==> config.mk <==
export PLATFORM = sky130hd
export DESIGN_NAME = smat_thresh
export DESIGN_NICKNAME = d
export VERILOG_FILES = /design/src/rtl/smat_pkg.sv /design/src/rtl/smat_thresh.sv
export SDC_FILE = /design/constraint.sdc
export NUM_CORES = 1
export LEC_CHECK = 0
export CAP_MARGIN = 20
export CORE_MARGIN = 5
export CORE_UTILIZATION = 40
export DETAILED_ROUTE_END_ITERATION = 10
export DONT_BUFFER_PORTS = 1
export SLEW_MARGIN = 5
export SYNTH_ARGS = -nofsm -noshare
export SYNTH_HDL_FRONTEND = slang
export SYNTH_SLANG_ARGS = --single-unit
==> constraint.sdc <==
create_clock -name clk_i -period 3.5 [get_ports clk_i]
set_input_delay 0.7 -clock clk_i [delete_from_list [all_inputs] [get_ports clk_i]]
set_output_delay 0.7 -clock clk_i [all_outputs]
set_load 0.05 [all_outputs]
==> src/rtl/smat_pkg.sv <==
package smat_pkg;

  localparam int unsigned Window  = 100;
  localparam int unsigned DataW   = 32;
  localparam int unsigned CountW  = 7;
  localparam int unsigned CntW    = $clog2(Window + 1);
  localparam int unsigned IdxW    = (Window > 1) ? $clog2(Window) : 1;
  localparam int unsigned CfgIdxW = 1;

  localparam logic [DataW-1:0] InitThrReset  = 32'd131072;
  localparam logic [DataW-1:0] FloorThrReset = 32'd13107;

  typedef enum logic [CfgIdxW-1:0] {
    CFG_INIT_THR = 1'b0,
    CFG_FLOOR    = 1'b1
  } cfg_idx_e;

  typedef enum logic [2:0] {
    ST_IDLE,
    ST_FETCH,
    ST_SCAN,
    ST_FLUSH,
    ST_MED_RD,
    ST_DONE
  } win_state_e;

  // Result of one window update, handed to the threshold stage.
  typedef struct packed {
    logic              valid;
    logic [DataW-1:0]  median;
    logic [CntW-1:0]   count;
  } med_t;

endpackage

==> src/rtl/smat_thresh.sv <==
module smat_thresh (
  input  logic                       clk_i,
  input  logic                       rst_ni,
  input  smat_pkg::med_t             med_i,
  output logic                       thr_ready_o,
  input  logic [smat_pkg::DataW-1:0] init_thr_i,
  input  logic [smat_pkg::DataW-1:0] floor_i,
  output logic                       out_valid_o,
  input  logic                       out_stall_i,
  output logic [smat_pkg::DataW-1:0] threshold_o,
  output logic [smat_pkg::CountW-1:0] window_count_o
);
  import smat_pkg::*;

  logic               out_valid_q, out_valid_d;
  logic [DataW-1:0]   thr_q, thr_d;
  logic [CountW-1:0]  cnt_q, cnt_d;
  logic [DataW+1:0]   tri_val;
  logic [DataW-1:0]   sat_val;
  logic               take;

  assign thr_ready_o = !out_valid_q || !out_stall_i;
  assign take        = med_i.valid && thr_ready_o;

  // Three times the median as a shift and add, saturated to 32 bits.
  assign tri_val = {2'b00, med_i.median} + {1'b0, med_i.median, 1'b0};
  assign sat_val = (|tri_val[DataW+1:DataW]) ? '1 : tri_val[DataW-1:0];

  always_comb begin
    out_valid_d = out_valid_q;
    thr_d       = thr_q;
    cnt_d       = cnt_q;
    if (out_valid_q && !out_stall_i) begin
      out_valid_d = 1'b0;
    end
    if (take) begin
      out_valid_d = 1'b1;
      cnt_d       = CountW'(med_i.count);
      if (med_i.count == '0) begin
        thr_d = init_thr_i;
      end else if (sat_val < floor_i) begin
        thr_d = floor_i;
      end else begin
        thr_d = sat_val;
      end
    end
  end

  always_ff @(posedge clk_i or negedge rst_ni) begin
    if (!rst_ni) begin
      out_valid_q <= 1'b0;
    end else begin
      out_valid_q <= out_valid_d;
    end
  end

  always_ff @(posedge clk_i) begin
    thr_q <= thr_d;
    cnt_q <= cnt_d;
  end

  assign out_valid_o    = out_valid_q;
  assign threshold_o    = thr_q;
  assign window_count_o = cnt_q;

endmodule

After elaboration in Yosys (flattened, before gate mapping). Index checks and enable logic that the tools add are counted. W data, S select, Z words.

Bits of input ports: 107. Register bits after elaboration: 40. Word-level logic and storage cells: 18.

Mux-type cells: 5. $lt $le $gt $ge: 1. Reduce and logical (&&, ||, !) cells: 8. $add $sub $neg: 1.

Operator list (count): $mux W32 (3); $add A32 B33 Y34 (1); $lt A32 B32 Y1 (1); $logic_not A7 Y1 (1); $logic_and A1 B1 Y1 (2); $logic_not A1 Y1 (2); $mux W1 (2); $reduce_bool A2 Y1 (1); $reduce_or A2 Y1 (1); $logic_or A1 B1 Y1 (1).

Logic depth before layout (Yosys ltp).
Word-level depth: 6. Depth in mapped cells: 22. Mapped depth without buffers: 19.

Least setup slack after synthesis. No wires, ideal clock.

Path kind: input-to-reg. Start: input port med_i[7] (netlist bit). End: register thr_q[16], in the netlist threshold_o[16], data pin. Arrival: 5.407 ns. Setup time: 0.273 ns. Stages on the path: 21. Path slack: -2.179 ns. Path buffers: 2. Cells stage by stage: ha_1 fa_1 a211oi_1 o21ai_1 o2111ai_1 or4b_1 a211oi_2 o31ai_4 or4_4 ha_1 o21ai_0 o21bai_1 a21o_1 a21o_1 a21o_1 a211oi_1 inv_1 nor2_1 buf_2 buf_4 a311oi_1.

Cells in the longest elaborated chain, start to end: 6.

Ends and longest elaborated chain: from (decl) (line smat_thresh.sv:4) `input smat_pkg::med_t med_i,`; $add A32 B33 Y34 (*) (line smat_thresh.sv:26) `assign tri_val = {2'b00, med_i.median} + {1'b0, med_i.median, 1'b0};`; $reduce_or A2 Y1 (line smat_thresh.sv:27) `assign sat_val = (|tri_val[DataW+1:DataW]) ? '1 : tri_val[DataW-1:0];`; $mux W32 (*) (line smat_thresh.sv:27); $lt A32 B32 Y1 (line smat_thresh.sv:41) `end else if (sat_val < floor_i) begin`; $mux W32 (*) (line smat_thresh.sv:41); $mux W32 (*) (line smat_thresh.sv:39) `if (med_i.count == '0) begin`; to (signal assigned) (line smat_thresh.sv:58) `thr_q <= thr_d;`; to (decl) (line smat_thresh.sv:16) `logic [DataW-1:0] thr_q, thr_d;`.

Every way passes the cells marked *; elsewhere a longest branch is shown, timed or not. A chain may end at the register's enable or synchronous reset.

Worst setup path in the final report.
Start: input port med_i[7] (netlist bit). End: register thr_q[17], in the netlist threshold_o[17], data pin.

Same word-level chain as after synthesis.

==> impl_metrics.toml <==
[sta]
tns_ps = -46130
drv_slew = 0
final-setup-viol-count = 32
holdWs_ps = 109.0
finalCritPeriodShare = 1.427
fin_ws_ps = -1494
period_needed_ps = 4994
worstMarginPinSlew_ps = 925.3
max-slew-margin-rel = 0.3809
finClkSkew_ps = 5.731
max_clock_freq_mhz = 200.2
rsz0062_at_grt = "true"
hold_violations = 0

[clocking]
cts_tree = "done"
htree_levels = 2
clkTransAtPathRegs_ps = 50
cts_made_buffers = 5
clock-sinks = 40
clock_latency_ps = 290
cts_root_buf = "clkbuf_16"
cts_max_path_buffers = 2
holdBufCountCts = 0

[worst_setup_path]
worstSetupEndpointType = "flop"
timing.critical_path.from = "med_i[7]"
worstPathRequired_ps = 3490
rr_startpoint = "out_valid_o"
ff2ff_path_depth = 2
critPathMaxFanout = 6
critPathArrivalTime_ps = 4980
slowest_stage = "or4_4"
cp_common_cell = "a21o_1"
cp_slowest_stage_delay_ps = 550
critical_path_class = "primary input to flop"
path_cells = "ha_4, fa_2, a211oi_2, o21ai_2, o2111ai_2, or4b_4, a211oi_4, o31ai_4, or4_4, ha_4, o21ai_2, o21bai_1, a21o_1, a21o_1, a21o_1, a211oi_4, buf_6, inv_4, nor2_4, buf_6, a311oi_2"
cp-start-kind = "primary input"

[route]
dr_wl_met2_mm = 7.486
drt_first_pass_iters = 4
drt-initial-drc-count = 229
ant_nets = 0
drc = 0
wl_met1_mm = 7.413
routedWlPerCell_um = 18.27
top_signal_layer_used = "met4"
vias = 5033
wl_met3_um = 772
viasPerCell = 5.726
drt_wl_total_mm = 16.06

[layout]
final-seq-area_mm2 = 0.001196
stdcell_area_mm2 = 0.007076
final_nets = 903
n_antenna_cell = 0
multi_input_area_mm2 = 0.003892
drive_above_1_share = 0.3730
fillers = 1031
syn_to_final_growth_pct = 45.11

[placed_design]
gp_congestion = 0.9636
hpwl_mm = 13.13
portBuffers = 0
post-place-ws_ps = -1920
detailed_place.area_mm2 = 0.006228

[run]
max-cap-violations = 0

[synth]
seq_area_frac_synth = 0.2453
synth_seq_cells = 40
syn_area_mm2 = 0.004876
async_reset_ff_frac = 0.02500
synth.avg_cell_area_um2 = 8.554
synth_cell_types = 63
yosys_warnings = 0
syn_nets = 742
ys.flop_type = "edfxtp_1"
syn_inst = 570
yosysTopAreaCellShare = 0.2402
synth.area.top_cells = "edfxtp_1 (24%), ha_1 (16%), a211oi_1 (5.1%), nor2_1 (4.3%), a21o_1 (4.0%)"
synth_area_leader_cell = "edfxtp_1"
synth_edf_count = 39

[floorplanning]
die-area_mm2 = 0.01450
fp.coreArea_mm2 = 0.01196
rows = 40
start_util = 0.4076
die_w_um = 120.4
die_h_um = 120.4
io_pins = 148

[pwr]
pwr_density_cell_mw_per_mm2 = 406.1
p_leak_nw = 3.108
ir_drop_v = 0.0002206

[global_routing]
grt_pass1_vias = 4806
grt_overflow = 0
grt_pass1_wl_mm = 24.54
grt_usage = 0.2065
grt_start_max_net_pins = 49
antenna_found_initial = 0

[run_status]
violations = "setup timing"
status = "complete, but fails checks"

[worst_hold_path]
worstHoldPathType = "primary input to asynchronous set/reset pin"
synthesized netlist by cell type, types with 9 or more instances:
master,count
a41oi_1,9
xor2_1,12
inv_1,40
a21oi_1,28
edfxtp_1,39
nand2b_1,25
ha_1,64
nand2_1,22
o21ai_0,21
o31a_1,10
xnor2_1,11
a211oi_1,33
nor3_1,10
clkbuf_1,21
a311oi_1,20
nor2_1,56
nand3_1,10
a21o_1,26
per-stage QoR:
stage,utilization,power [W],std cells
3_3_place_gp,0.5207,0.002030,849
4_1_cts,0.5542,0.002691,866
2_1_floorplan,-,0.001545,570
3_5_place_dp,0.5207,0.002047,849
5_1_grt,0.5915,0.003050,879
6_report,0.5915,0.002873,879
cell type report:
cell class	count	share of cell area
clock buffers	5	0.01768
clock inverters	3	0.006012
inverters	40	0.02157
multi-input cells	462	0.5501
flip-flops and latches	40	0.1691
well taps	147	0.02599
repair buffers	182	0.2095
per-layer routing:
layer,up-vias,GRT usage
li1,2507,-
met3,27,0.02853
met4,0,0.05807
met1,2362,0.2812
met5,-,0
met2,137,0.3423
repair_timing:
action,CTS,global route
endpoints found under the setup margin,32,32
pin swaps,23,28
gates resized for setup,28,52
gates cloned,2,3
setup buffers,10,10
cells by family after synthesis:
| kind of cell | after synthesis | synth area share |
|---|---|---|
| adder cells (fa/ha/maj) | 65 | 0.1683 |
| flip-flops | 40 | 0.2453 |
| AND/OR/NAND/NOR | 167 | 0.1755 |
| XOR/XNOR | 23 | 0.04131 |
| buffers and inverters | 68 | 0.05466 |
| AO/OA/AOI/OAI | 206 | 0.3128 |
| multiplexers | 1 | 0.002053 |
state kept, by name (all words and copies together) (netlist names):
name and count:
threshold_o 32, window_count_o 7, out_valid_o 1
path summary, 6_finish.rpt:
path,end,slack [ps]
max in group asynchronous,out_valid_o,3330
max,threshold_o[17],-1490
min reg2reg,out_valid_o,1190
max reg2reg,threshold_o[19],1250
min,out_valid_o,110
min in group clk_i,window_count_o[0],510
cell usage in the layout (no fill, tap or decap), types with 24 or more instances in the layout:
cell      count
buf_4       164
nor2_1       52
ha_1         51
inv_1        39
edfxtp_1     39
a21o_1       26
a21oi_1      25
a211oi_1     24
power breakdown:
| part | total, W | internal [W] | switching (W) |
|---|---|---|---|
| clock network | 0.000515 | 0.000334 | 0.000180 |
| logic | 0.00153 | 0.000831 | 0.000697 |
| registers | 0.000830 | 0.000621 | 0.000209 |
worst max-delay path, delay by kind of cell:
| family | cells | cell delay, ps |
|---|---|---|
| compound gates | 12 | 1930 |
| simple gates | 3 | 1230 |
| fa+ha+maj | 3 | 730 |
| buf+inv | 3 | 380 |
Power figures use the tool's default switching activity.
